**src/rtl/core/wdq_pkg.sv**
```systemverilog
// Shared types, constants and field positions of the weighted deque.
`default_nettype none

package wdq_pkg;

  localparam int DEPTH       = 256;
  localparam int VALUE_BITS  = 16;
  localparam int ADDR_W      = $clog2(DEPTH);
  localparam int CNT_W       = $clog2(DEPTH + 1);
  localparam int VTOT_W      = VALUE_BITS + CNT_W;
  localparam int PROD_W      = VALUE_BITS + CNT_W;
  localparam int WSUM_W      = 32;

  // stream field widths
  localparam int KIND_W      = 2;
  localparam int IN_VAL_W    = 16;
  localparam int POP_W       = 16;

  // decoupling queue
  localparam int QUEUE_DEPTH = 2;
  localparam int QPTR_W      = $clog2(QUEUE_DEPTH);
  localparam int QCNT_W      = $clog2(QUEUE_DEPTH + 1);

  // stream bus widths, whole bytes
  localparam int IN_TDATA_W  = ((IN_VAL_W + 7) / 8) * 8;
  localparam int IN_TUSER_W  = KIND_W;
  localparam int OUT_RAW_W   = POP_W + CNT_W + WSUM_W;
  localparam int OUT_TDATA_W = ((OUT_RAW_W + 7) / 8) * 8;
  localparam int OUT_TUSER_W = 2;

  // result field positions
  localparam int OUT_POP_LSB  = 0;
  localparam int OUT_CNT_LSB  = POP_W;
  localparam int OUT_WSUM_LSB = POP_W + CNT_W;
  localparam int OUT_EMPTY_BIT = 0;
  localparam int OUT_FULL_BIT  = 1;

  typedef enum logic [KIND_W-1:0] {
    KIND_PUSH_FRONT = 2'd0,
    KIND_PUSH_BACK  = 2'd1,
    KIND_POP_FRONT  = 2'd2,
    KIND_POP_BACK   = 2'd3
  } kind_t;

  typedef enum logic [1:0] {
    ST_IDLE,
    ST_READ,
    ST_ACC
  } back_state_t;

  typedef struct packed {
    logic                  is_push;
    logic                  at_back;
    logic [VALUE_BITS-1:0] value;
  } wdq_op_t;

  typedef struct packed {
    logic              valid;
    wdq_op_t           op;
  } wdq_queue_out_t;

  typedef struct packed {
    logic [POP_W-1:0]  popped_value;
    logic              was_empty;
    logic              was_full;
    logic [CNT_W-1:0]  entry_count;
    logic [WSUM_W-1:0] weighted_sum;
  } wdq_result_t;

endpackage

`default_nettype wire

```
**src/rtl/core/wdq_front.sv**
```systemverilog
// Front end: accept requests, decode the kind, hold them in a short queue.
`default_nettype none

module wdq_front (
  input  wire logic                               clk,
  input  wire logic                               rst_n,
  input  wire logic                               in_tvalid,
  output logic                                    in_tready,
  input  wire logic [wdq_pkg::IN_TDATA_W-1:0]     in_tdata,
  input  wire logic [wdq_pkg::IN_TUSER_W-1:0]     in_tuser,
  output wdq_pkg::wdq_queue_out_t                 q_out,
  input  wire logic                               q_pop
);
  import wdq_pkg::*;

  wdq_op_t           entry_r [QUEUE_DEPTH];
  logic [QPTR_W-1:0] wr_ptr_r, wr_ptr_nxt;
  logic [QPTR_W-1:0] rd_ptr_r, rd_ptr_nxt;
  logic [QCNT_W-1:0] cnt_r, cnt_nxt;
  wdq_op_t           dec_op;
  logic              push;
  logic              pop;

  // decode the request kind
  always_comb begin
    dec_op.value = in_tdata[VALUE_BITS-1:0];
    unique case (kind_t'(in_tuser[KIND_W-1:0]))
      KIND_PUSH_FRONT: begin dec_op.is_push = 1'b1; dec_op.at_back = 1'b0; end
      KIND_PUSH_BACK:  begin dec_op.is_push = 1'b1; dec_op.at_back = 1'b1; end
      KIND_POP_FRONT:  begin dec_op.is_push = 1'b0; dec_op.at_back = 1'b0; end
      KIND_POP_BACK:   begin dec_op.is_push = 1'b0; dec_op.at_back = 1'b1; end
      default:         begin dec_op.is_push = 1'b0; dec_op.at_back = 1'b0; end
    endcase
  end

  assign in_tready   = (cnt_r != QCNT_W'(QUEUE_DEPTH));
  assign push        = in_tvalid && in_tready;
  assign pop         = q_pop && (cnt_r != '0);
  assign q_out.valid = (cnt_r != '0);
  assign q_out.op    = entry_r[rd_ptr_r];

  always_comb begin
    wr_ptr_nxt = wr_ptr_r;
    rd_ptr_nxt = rd_ptr_r;
    cnt_nxt    = cnt_r;
    if (push) begin
      wr_ptr_nxt = (wr_ptr_r == QPTR_W'(QUEUE_DEPTH - 1)) ? '0 : wr_ptr_r + 1'b1;
    end
    if (pop) begin
      rd_ptr_nxt = (rd_ptr_r == QPTR_W'(QUEUE_DEPTH - 1)) ? '0 : rd_ptr_r + 1'b1;
    end
    if (push && !pop) begin
      cnt_nxt = cnt_r + 1'b1;
    end else if (pop && !push) begin
      cnt_nxt = cnt_r - 1'b1;
    end
  end

  always_ff @(posedge clk) begin
    if (!rst_n) begin
      wr_ptr_r <= '0;
      rd_ptr_r <= '0;
      cnt_r    <= '0;
    end else begin
      wr_ptr_r <= wr_ptr_nxt;
      rd_ptr_r <= rd_ptr_nxt;
      cnt_r    <= cnt_nxt;
    end
  end

  always_ff @(posedge clk) begin
    if (push) begin
      entry_r[wr_ptr_r] <= dec_op;
    end
  end

endmodule

`default_nettype wire

```
**config.mk**
```make
export PLATFORM = sky130hd
export DESIGN_NAME = wdq_front
export DESIGN_NICKNAME = d
export VERILOG_FILES = /design/src/rtl/core/wdq_pkg.sv /design/src/rtl/core/wdq_front.sv
export SDC_FILE = /design/constraint.sdc
export NUM_CORES = 1
export LEC_CHECK = 0
export ABC_AREA = 1
export BUFFER_PORTS_ARGS = -buffer_cell sky130_fd_sc_hd__buf_4
export CAP_MARGIN = 10
export CORE_ASPECT_RATIO = 2
export CORE_MARGIN = 5
export CORE_UTILIZATION = 50
export CTS_CLUSTER_SIZE = 40
export DETAILED_ROUTE_END_ITERATION = 16
export GPL_ROUTABILITY_DRIVEN = 0
export GPL_TIMING_DRIVEN = 0
export PLACE_DENSITY = 0.75
export SLEW_MARGIN = 20
export SYNTH_ARGS = -nofsm -noshare
export SYNTH_HDL_FRONTEND = slang
export SYNTH_SLANG_ARGS = --single-unit
```
**constraint.sdc**
```tcl
create_clock -name clk -period 2.9 [get_ports clk]
set_input_delay 0.58 -clock clk [delete_from_list [all_inputs] [get_ports clk]]
set_output_delay 0.58 -clock clk [all_outputs]
set_load 0.05 [all_outputs]
```
* After elaboration in Yosys (flattened, before gate mapping)
Memories as Yosys holds them, arrays and structs flattened. A register that Yosys moved wholly into a read port is not among the register bits. Cells that the tools add are included.
Storage, ports and cells: bits in registers 4, RAM bits 36, memories kept 1
Cells by class: $add $sub $neg 4, equal/unequal tests 4, multiplexer cells 9, reduce and logical (&&, ||, !) cells 9
Memories:
- entry_r | words 2, bits a word 18, read ports 1, clocked after memory_dff 1, write ports 1, line wdq_front.sv:16 | wdq_op_t entry_r [QUEUE_DEPTH];
Operators with widths (number):
- $pmux 2 s4 | 1
- $mux 1 | 6
- $eq 2x2->1 const B | 2
- $logic_and 1x1->1 | 4
- $mux 2 | 2
- $reduce_bool 2->1 | 2
- $add 1x1->1 const B | 2
- $add 2x1->2 const B | 1
- $eq 2x1->1 const B | 1
- $logic_not 1->1 | 2
- $logic_not 2->1 | 1
- $ne 2x2->1 const B | 1
- $sub 2x1->2 const B | 1

* Depth between registers and ports, before layout
Gate-level depths: netlist (run 1).
depth after elaboration 6, depth in mapped cells 11, depth with buffers taken out 11

* Worst setup path before layout (run 1)
OpenSTA, ideal clock, no wires.
kind register -> register, start point register cnt_r[0], end point memory entry_r[1][0] (netlist bit), enable pin, arrival 1.748 ns, setup slack 0.760 ns, stages on the path, launching flop included 5, path buffers 0, path through dfxtp_1 -> inv_1 -> nand2_1 -> nand2_1 -> nor2_1
Between the ends: cells in the longest elaborated chain, start to end 4
Ends and longest elaborated chain:
- from (decl) | line wdq_front.sv:19 | logic [QCNT_W-1:0] cnt_r, cnt_nxt;
- from (signal assigned) | line wdq_front.sv:67 | cnt_r <= cnt_nxt;
- $ne 2x2->1 | line wdq_front.sv:36 | assign in_tready = (cnt_r != QCNT_W'(QUEUE_DEPTH));
- named net in_tready | line wdq_front.sv:8 | output logic in_tready,
- $logic_and 1x1->1 | line wdq_front.sv:37 | assign push = in_tvalid && in_tready;
- $mux 1 | line wdq_front.sv:72 | if (push) begin
- $mux 1 (implied by the code) | line wdq_front.sv:73 | entry_r[wr_ptr_r] <= dec_op;
- to (decl) | line wdq_front.sv:16
The timed path passes the listed nets, and every way through them passes these cells.

==> results.md, run 1 <==
- Status: completed
- Via count: between 800 and 900
- # diodes: 0
- Pwr per Cell Area: between 1000 and 1500 mW/mm^2
- CP startpoint kind: flop
- Core region area: roughly 0.0031 mm^2
- IO buf count: 40
- Hold Path Class: in -> reg
- Synth Area in Simple Gates: 0.0469
- LEAKAGE: ~0.85 nW
- Footprint of the flip-flops and latches: between 0.001 and 0.0015 mm^2
- Critical path class: reg -> out
- Final Hold Viols: 0
- Fillers: between 200 and 250
- Avg Synthesized Cell Area: between 15 and 20 um^2
- Fraction of layout cells with a size suffix above 1: 0.490
- Die span in y: 90.0 um
- Worst EP arrival: roughly 1.4 ns
- Routed WL: roughly 2700 um
- I/O pin cnt: 42
- Slowest library cell on the worst path: dfxtp_1
- Post-Place Cells: roughly 170
- Compound-Gate Fraction of Synth Area: 0.0141
- DRT iter0 DRCs: 22
- Area leader, netlist: edfxtp_1
- Gate Count Post-Synth: 95
- Top cells by count, synth: edfxtp_1, mux2_4, inv_1, nand2_1
- Clock buffer count from CTS: 5
- Synthesized flop and latch total: 41
- Crit end category: output pin
- Residual DRC: 0
- P&R area growth vs syn: 29.9%
- DR WL/cell: between 15 and 20 um
- H-Tree Depth: 2
- Period Utilization, post-route: 0.685
- Slew @ Worst Pin: 0.927 ns
- CTS resizes: 0
- Clock sink count: a little over 40
- Synth Flop Type: edfxtp_1
- Setup WS pre-CTS: approximately 0.97 ns
- Starting Density: 0.513
- Gr usage total: 0.132
- Vias in the first global route: about 1000
- Fin util: 0.666
- Layout Nets: ~170
- Vias per cell: 5.05
- Wire length of the first global-routing pass: ~4400 um
- Main combinational cell family by area after synthesis: multiplexers
- Peak supply drop: a little over 0.6 mV
- Total gr overflow: 0
- Synth Area in XOR/XNOR: 0
- Multiplexer share of the synthesized area: 0.150
- Largest stage delay, worst path: ~0.32 ns
- Max-Cap Viols: 0
- Final setup TNS: 0 ns
- Antenna violations before repair: 0
- Top-area cell type share of the netlist area: 0.676
- Die width: approximately 50 um
- Ys async rst share: 0
- Slew Limit Headroom: 0.381
- Top-count cell post-synth: edfxtp_1
- CTS Hold Buffers Added: 0
- Distinct cell type count after synthesis: 16
- Syn. warnings: 0
- Setup WS post-layout: 0.913 ns
- FP Rows: 29
- Worst path cell trace: buf_6 -> buf_12 -> mux2_4 -> buf_4
- Top fanout value on the critical path: 10
- Final setup vio count: 0
- CTS max path bufs: 2
- Tot Pwr: between 0.002 and 0.0025 W
- Die Area: approximately 0.0045 mm^2
- Post-synth EDFFs: 36
- DRT Pass-1 Iters: 3
- HPWL Detailed: approximately 2100 um
- Setup bufs post-CTS: 0
- Cell Count, Final, Fillers Out: roughly 170
- Clock root cell: clkbuf_8
- Fin crit period: a little under 2 ns
- RSZ-0062 raised after global routing: false
- Mapped Area: about 0.0016 mm^2
- Multi-input combinational cell area: approximately 360 um^2
- Register area share after synthesis: 0.738
- Fin. max-slew vios: 0
- Max Clk Rate: ~500 MHz
- Worst Skew: 0.00841 ns
- Critical path required time: approximately 2.3 ns
- Antenna-violating nets left: 0
- Syn Nets: around 120
- Area contributors post-synth: edfxtp_1, mux2_4, dfxtp_1
- Clk slew on worst S/H paths: approximately 0.08 ns
- Pin count of the biggest net entering global routing: 19
- CTS tree: done
- Post-Synth Adder-Cell Area: 0.00782
- Worst skew pair latency: a little under 0.3 ns
-- cells by family after synthesis --
kind of cell / count (synthesis)
simple gates: 19
compound gates: 4
fa+ha+maj: 1
buf+inv: 12
mux: 18
flops: 41
-- power by group --
group	internal (W)	switching [W]
Combinational	0.000282	0.000511
Sequential	0.000750	0.0000339
Clock	0.000342	0.000188
Total	0.00137	0.000733
-- placed cells by master (no fill, tap or decap), drive strengths merged --
master / netlist / routed
a21oi: 1 / 1
buf: 2 / 42
bufinv: 0 / 2
clkbuf: 1 / 6
clkinv: 0 / 1
dfxtp: 5 / 5
edfxtp: 36 / 36
ha: 1 / 1
inv: 9 / 9
mux2: 18 / 18
nand2: 9 / 9
nand3: 1 / 1
nand4: 1 / 1
nor2: 8 / 8
o21a: 1 / 1
o21ai: 2 / 2
-- layer usage --
layer  vias to the layer above  track usage  wire [um]
met5                         -            0          0
met4                         0       0.0722         64
met3                         7       0.0629        205
met2                        32        0.232       1540
met1                       410        0.114        932
li1                        429            -          -
-- area by class of cell --
class / instances / share of cell area
Multi-Input combinational cell: 42 / 0.171
Clock buffer: 5 / 0.0331
Tap cell: 31 / 0.0187
Timing Repair Buffer: 40 / 0.144
Sequential cell: 41 / 0.568
Inverter: 9 / 0.0163
Clock inverter: 3 / 0.0313
Buffer: 3 / 0.0169
-- critical path, delay by kind of cell, from the launching register on --
kind                   cells  cell delay [ns]
multiplexers               1             0.30
flip-flops                 1             0.32
buffers and inverters      3             0.49
-- through the flow --
stage,cell area [um^2],hold WS (ns)
floorplan,1600,0.467
global route,2080,0.450
CTS,2080,0.459
global placement,1940,0.479
detailed placement,1940,0.493
finish,2080,0.468
-- flip-flops by register name, summed over array words and instances, names as in the netlist, named ones only --
register and flops:
wr_ptr_r 1, rd_ptr_r 1, cnt_r 2, entry_r 36
-- worst paths after layout --
check                                                to  slack (ns)                   from  cells after the start
worst min register to register                     flop        0.51  rd_ptr_r$_SDFFE_PN0P_                      2
worst max-delay path                           q_out[9]        0.91                   flop                      4
worst max register to register  entry_r[0][7]$_DFFE_PP_        1.13  cnt_r[0]$_SDFFE_PN0P_                      4
worst min-delay path            entry_r[0][3]$_DFFE_PP_        0.47            in_tdata[3]                      1
(Power assumes the default switching activity.)
==> inputs of run 2 (changes only) <==
--- a/config.mk
+++ b/config.mk
@@ -10,12 +10,12 @@
 export CAP_MARGIN = 10
 export CORE_ASPECT_RATIO = 2
 export CORE_MARGIN = 5
-export CORE_UTILIZATION = 50
+export CORE_UTILIZATION = 46
 export CTS_CLUSTER_SIZE = 40
 export DETAILED_ROUTE_END_ITERATION = 16
 export GPL_ROUTABILITY_DRIVEN = 0
 export GPL_TIMING_DRIVEN = 0
-export PLACE_DENSITY = 0.75
+export PLACE_DENSITY = 0.73
 export SLEW_MARGIN = 20
 export SYNTH_ARGS = -nofsm -noshare
 export SYNTH_HDL_FRONTEND = slang
==> constraint.sdc (replaced) <==
create_clock -name clk -period 1.6 [get_ports clk]
set_input_delay 0.32 -clock clk [delete_from_list [all_inputs] [get_ports clk]]
set_output_delay 0.32 -clock clk [all_outputs]
set_load 0.05 [all_outputs]
==> run 2 against run 1 <==
The flow now finishes with violations (setup timing). Core utilization fell by 0.86 points. Non-clock buffer count is 2 higher. Clock power up 20%. Global-route usage grew 0.93 points. Combinational power is 120% higher. Clock skew down 0.0021 ns. Critical endpoint is now q_out[10]. Largest cell class unchanged. Largest power group unchanged.
==> results.md, run 2 (synthesis results as in run 1) <==
- Starting Density: 0.474
- Crit end category: output pin
- P&R area growth vs syn: 38.8%
- Largest regs: entry_r x36, cnt_r x2
- R2R setup slack: between 0.1 and 0.15 ns
- CP most frequent cell: buf_6
- Fraction of layout cells with a size suffix above 1: 0.531
- Crit path buffers/inverters: 3
- Setup WS pre-CTS: 0.0341 ns
- Setup WS post-layout: -0.0644 ns
- Post-DP Area: a little under 0.002 mm^2
- Max Clk Rate: around 600 MHz
- Total gr overflow: 0
- DRT iter0 DRCs: 17
- Slowest library cell on the worst path: dfxtp_2
- Clock root cell: clkbuf_8
- Fillers: around 260
- Clock buffer count from CTS: 5
- Pin count of the biggest net entering global routing: 19
- Status: complete, but fails checks
- Critical path required time: 1.28 ns
- Vias in the first global route: between 1000 and 1500
- Layout Nets: 167
- Worst EP arrival: roughly 1.3 ns
- # diodes: 0
- Slew @ Worst Pin: ~0.55 ns
- Hold Path Depth: 1
- Reg-to-reg endpoint: cnt_r[1]$_SDFFE_PN0P_
- Routed WL: around 3000 um
- CP startpoint kind: flop
- Die width: ~52 um
- Via count: just over 900
- Slew Limit Headroom: 0.634
- Critical R2R Launch: cnt_r[0]$_SDFFE_PN0P_
- DRT Pass-1 Iters: 4
- Hold Path Class: in -> reg
- Clk slew on worst S/H paths: 0.07 ns
- Pwr per Cell Area: ~1700 mW/mm^2
- Fin. max-slew vios: 0
- Die span in y: around 93 um
- Most frequent cells in the layout: edfxtp_1, buf_4, mux2_4
- H-Tree Depth: 2
- Hold path startpoint: in_tdata[11]
- IO buf count: 40
- CP delay by family, top: buffers and inverters
- LEAKAGE: ~0.90 nW
- Worst path cell trace: buf_6 -> buf_12 -> mux2_4 -> buf_6
- Reg2Reg Depth: 10
- Final setup TNS: -0.869 ns
- Finished Cell Area: roughly 0.0022 mm^2
- DR WL/cell: between 15 and 20 um
- Failing checks: setup timing
- Worst skew pair latency: a little under 0.3 ns
- Worst Skew: around 0.0064 ns
- Final Hold Viols: 0
- HPWL Detailed: around 2200 um
- Fin util: 0.657
- Die Area: 0.00483 mm^2
- FP Rows: 30
- RSZ-0062 raised after global routing: true
- Min-Delay Endpoint: entry_r[0][11]$_DFFE_PP_
- CTS max path bufs: 2
- Vias per cell: about 5.1
- Wire length of the first global-routing pass: 4800 um
- Gr usage total: 0.141
- Largest stage delay, worst path: about 0.33 ns
- Critical path class: reg -> out
- Period Utilization, post-route: 1.04
- Commonest non-fill, non-tap cell in the layout: edfxtp_1
- Final setup vio count: 18
- Residual DRC: 0
- I/O pin cnt: 42
- CTS Hold Buffers Added: 0
- Clock sink count: 41
- Top fanout value on the critical path: 10
- Antenna-violating nets left: 0
- Antenna violations before repair: 0
- CTS tree: done
- Fin crit period: about 1.7 ns
- Max reg flops: 36
- Reg with most FFs: entry_r
- Core region area: 0.00338 mm^2
- Peak supply drop: 1.16 mV
- Max-Cap Viols: 0
-- run 2: cell count changes in the layout (fill, tap and decap cells not counted), sizes merged --
| cell | previous run | this run |
|---|---|---|
| clkinvlp | 0 | 1 |
| bufinv | 2 | 0 |
| buf | 42 | 44 |
| clkinv | 1 | 2 |
-- run 2: area by class of cell --
class | instances | area, um^2 | share of cell area
Buffer | 3 | 35.0 | 0.0158
Clock buffer | 5 | 68.8 | 0.0310
Clock inverter | 3 | 17.5 | 0.00789
Inverter | 9 | 33.8 | 0.0152
Multi-Input combinational cell | 42 | 405 | 0.183
Sequential cell | 41 | 1180 | 0.532
Tap cell | 32 | 40.0 | 0.0180
Timing Repair Buffer | 42 | 438 | 0.197
-- run 2: through the flow --
stage | std cells | hold slack [ns] | total power (W)
2_1_floorplan | 95 | 0.419 | 0.00254
3_3_place_gp | 167 | 0.479 | 0.00287
3_5_place_dp | 167 | 0.499 | 0.00294
4_1_cts | 177 | 0.203 | 0.00385
5_1_grt | 177 | 0.189 | 0.00401
6_report | 177 | 0.216 | 0.00383
-- run 2: worst max-delay path by stage --
stage / start / to / slack, ns / cells past startpoint
floorplan: cnt_r[0]$_SDFFE_PN0P_ / cnt_r[1]$_SDFFE_PN0P_ / 0.06 / 10
global placement: flop / q_out[11] / 0.18 / 4
detailed placement: cnt_r[0]$_SDFFE_PN0P_ / cnt_r[1]$_SDFFE_PN0P_ / 0.03 / 10
CTS: flop / q_out[10] / -0.09 / 4
global route: flop / q_out[4] / -0.13 / 4
finish: flop / q_out[10] / -0.06 / 4
-- run 2: metal layers --
layer  vias up  wire length (um)  GRT usage
li1        434                 -          -
met1       436              1030      0.127
met2        33              1740      0.257
met3         8               146     0.0478
met4         0                87     0.0832
met5         -                 0          0
-- run 2: report_power, final --
group	leakage, nW	switching (W)	total, W	internal, W
logic	0.483	0.00102	0.00176	0.000738
registers	0.378	0.0000680	0.00143	0.00136
clock network	0.0439	0.000334	0.000635	0.000300
-- run 2: repair_timing --
| item | in CTS | in global routing |
|---|---|---|
| setup buffers | 2 | 0 |
| pin swaps | 0 | 0 |
| resized for setup | 35 | 4 |
| setup endpoints to repair | 18 | 38 |
==> inputs of run 3 (changes only) <==
--- a/config.mk
+++ b/config.mk
@@ -5,7 +5,6 @@
 export SDC_FILE = /design/constraint.sdc
 export NUM_CORES = 1
 export LEC_CHECK = 0
-export ABC_AREA = 1
 export BUFFER_PORTS_ARGS = -buffer_cell sky130_fd_sc_hd__buf_4
 export CAP_MARGIN = 10
 export CORE_ASPECT_RATIO = 2
==> run 3 against run 2 <==
The flow still finishes with violations (setup timing). Clock power decreased by 3.3%. Die area is 2.9% lower. Register-to-register slack worse by 0.05 ns. Final cell count shrank 7.3%.
==> results.md, run 3 <==
- Synth Flop Type: edfxtp_1
- Worst EP arrival: 1.31 ns
- Critical path class: reg -> out
- Wire length of the first global-routing pass: between 4000 and 5000 um
- Max reg flops: 36
- Crit end category: output pin
- Most frequent cells in the layout: edfxtp_1, buf_4, buf_8, mux2_4, clkbuf_8
- P&R area growth vs syn: 45.0%
- Synthesized flop and latch total: 41
- Mapped Area: roughly 0.0015 mm^2
- Syn. warnings: 0
- Failing checks: setup timing
- Core region area: 0.00323 mm^2
- Reg with most FFs: entry_r
- Clock buffer count from CTS: 5
- Post-Place Cells: roughly 150
- Layout Nets: ~160
- Vias per cell: around 5.3
- Top-area cell type share of the netlist area: 0.699
- Via count: 870
- Antenna violations before repair: 0
- Status: complete, but fails checks
- Vias in the first global route: roughly 940
- Fraction of layout cells with a size suffix above 1: 0.579
- Clk slew on worst S/H paths: 0.07 ns
- Tot Pwr: 0.00399 W
- Hold Path Class: in -> reg
- Clock root cell: clkbuf_8
- Area contributors post-synth: edfxtp_1, mux2_2, dfxtp_1
- Top fanout value on the critical path: 5
- Die width: slightly above 50 um
- H-Tree Depth: 2
- LEAKAGE: 0.883 nW
- Period Utilization, post-route: 1.02
- Residual DRC: 0
- Max Clk Rate: slightly above 600 MHz
- Pwr per Cell Area: 1780 mW/mm^2
- Top cells by count, synth: edfxtp_1, mux2_2, dfxtp_1
- Worst Skew: about 0.0041 ns
- Max-Cap Viols: 0
- Final Hold Viols: 0
- Setup WS pre-CTS: -0.103 ns
- Top-count cell post-synth: edfxtp_1
- Setup WS post-layout: -0.0317 ns
- Antenna-violating nets left: 0
- Finished Cell Area: approximately 0.0022 mm^2
- Critical path required time: ~1.3 ns
- Avg Synthesized Cell Area: approximately 19 um^2
- Met3 routed WL: roughly 140 um
- Total gr overflow: 0
- Ys async rst share: 0
- Final setup vio count: 8
- Starting Density: 0.479
- Highest routed layer: met4
- CP startpoint kind: flop
- HPWL Detailed: between 1500 and 2000 um
- IO buf count: 40
- Post-synth EDFFs: 36
- Gr usage total: 0.131
- Register area share after synthesis: 0.764
- CTS max path bufs: 2
- DRT Pass-1 Iters: 4
- Cell Count, Final, Fillers Out: about 160
- # diodes: 0
- Largest regs: entry_r x36, cnt_r x2
- Gate Count Post-Synth: just over 80
- Die span in y: 92 um
- Die Area: 0.00469 mm^2
- Fin. max-slew vios: 0
- Routed met2 length: around 1900 um
- Final setup TNS: -0.131 ns
- Peak supply drop: roughly 1.2 mV
- RSZ-0062 raised after global routing: true
- Post-DP Area: 0.00189 mm^2
- Fin crit period: 1.63 ns
- DR WL/cell: approximately 19 um
- CTS tree: done
- DRT iter0 DRCs: 10
- Slew @ Worst Pin: approximately 0.43 ns
- Routed WL: about 3100 um
- Distinct cell type count after synthesis: 21
- Area leader, netlist: edfxtp_1
- Commonest non-fill, non-tap cell in the layout: edfxtp_1
- M1 wire length: roughly 1000 um
- Pin count of the biggest net entering global routing: 19
- Clock sink count: 41
- I/O pin cnt: 42
- Worst skew pair latency: about 0.28 ns
- Slew Limit Headroom: 0.713
- FP Rows: 29
- Syn Nets: around 110
run 3: power breakdown:
group	switching [W]	internal, W
registers	0.0000932	0.00136
clock network	0.000305	0.000309
logic	0.00102	0.000899
run 3: area by class of cell:
| cell class | count | area [um^2] |
|---|---|---|
| plain buffers | 2 | 18.8 |
| flip-flops and latches | 41 | 1190 |
| clock buffers | 8 | 80.1 |
| repair buffers | 44 | 483 |
| inverters | 2 | 11.3 |
| well taps | 31 | 38.8 |
| multi-input cells | 36 | 423 |
| fillers | 194 | 987 |
run 3: path summary, 6_finish.rpt:
| check | from | end | slack, ns | cells past startpoint |
|---|---|---|---|---|
| worst min-delay path | in_tdata[3] | entry_r[0][3]$_DFFE_PP_ | 0.22 | 1 |
| worst max register to register | cnt_r[0]$_SDFFE_PN0P_ | cnt_r[1]$_SDFFE_PN0P_ | 0.08 | 6 |
| worst min register to register | cnt_r[1]$_SDFFE_PN0P_ | cnt_r[1]$_SDFFE_PN0P_ | 0.53 | 2 |
| worst max-delay path | flop | q_out[15] | -0.03 | 3 |
run 3: logic make-up (layout without fill, tap and decap cells):
| family | Yosys count | after routing | synth area share |
|---|---|---|---|
| AOI/OAI and AO/OA | 5 | 5 | 0.0227 |
| xor gates and xnor gates | 3 | 3 | 0.0170 |
| adders and majority gates | 1 | 1 | 0.00809 |
| buffers and inverters | 5 | 56 | 0.0154 |
| DFF | 41 | 41 | 0.764 |
| muxes | 18 | 18 | 0.131 |
| and+or+nand+nor | 9 | 9 | 0.0421 |
run 3: critical path, cell delays in order (launching register included):
cell and delay (ns):
dfxtp_4 0.40, clkbuf_16 0.16, mux2_4 0.31, buf_6 0.16
run 3: per-stage QoR:
stage | hold WS [ns] | util
after floorplan | 0.419 | -
after global placement | 0.506 | 0.584
after detailed placement | 0.508 | 0.584
after CTS | 0.210 | 0.659
after global routing | 0.204 | 0.694
final | 0.222 | 0.694
run 3: metal layers:
layer / global-route usage / vias to the layer above
met5: 0 / -
met4: 0.0742 / 0
met3: 0.0455 / 6
met2: 0.252 / 32
met1: 0.105 / 425
li1: - / 407
run 3: timing repair:
| action | 4_1_cts | 5_1_grt |
|---|---|---|
| setup buffers | 3 | 0 |
| resized for setup | 39 | 26 |
| cloned | 0 | 1 |
| endpoints found under the setup margin | 54 | 19 |
| hold buffers | 0 | 0 |
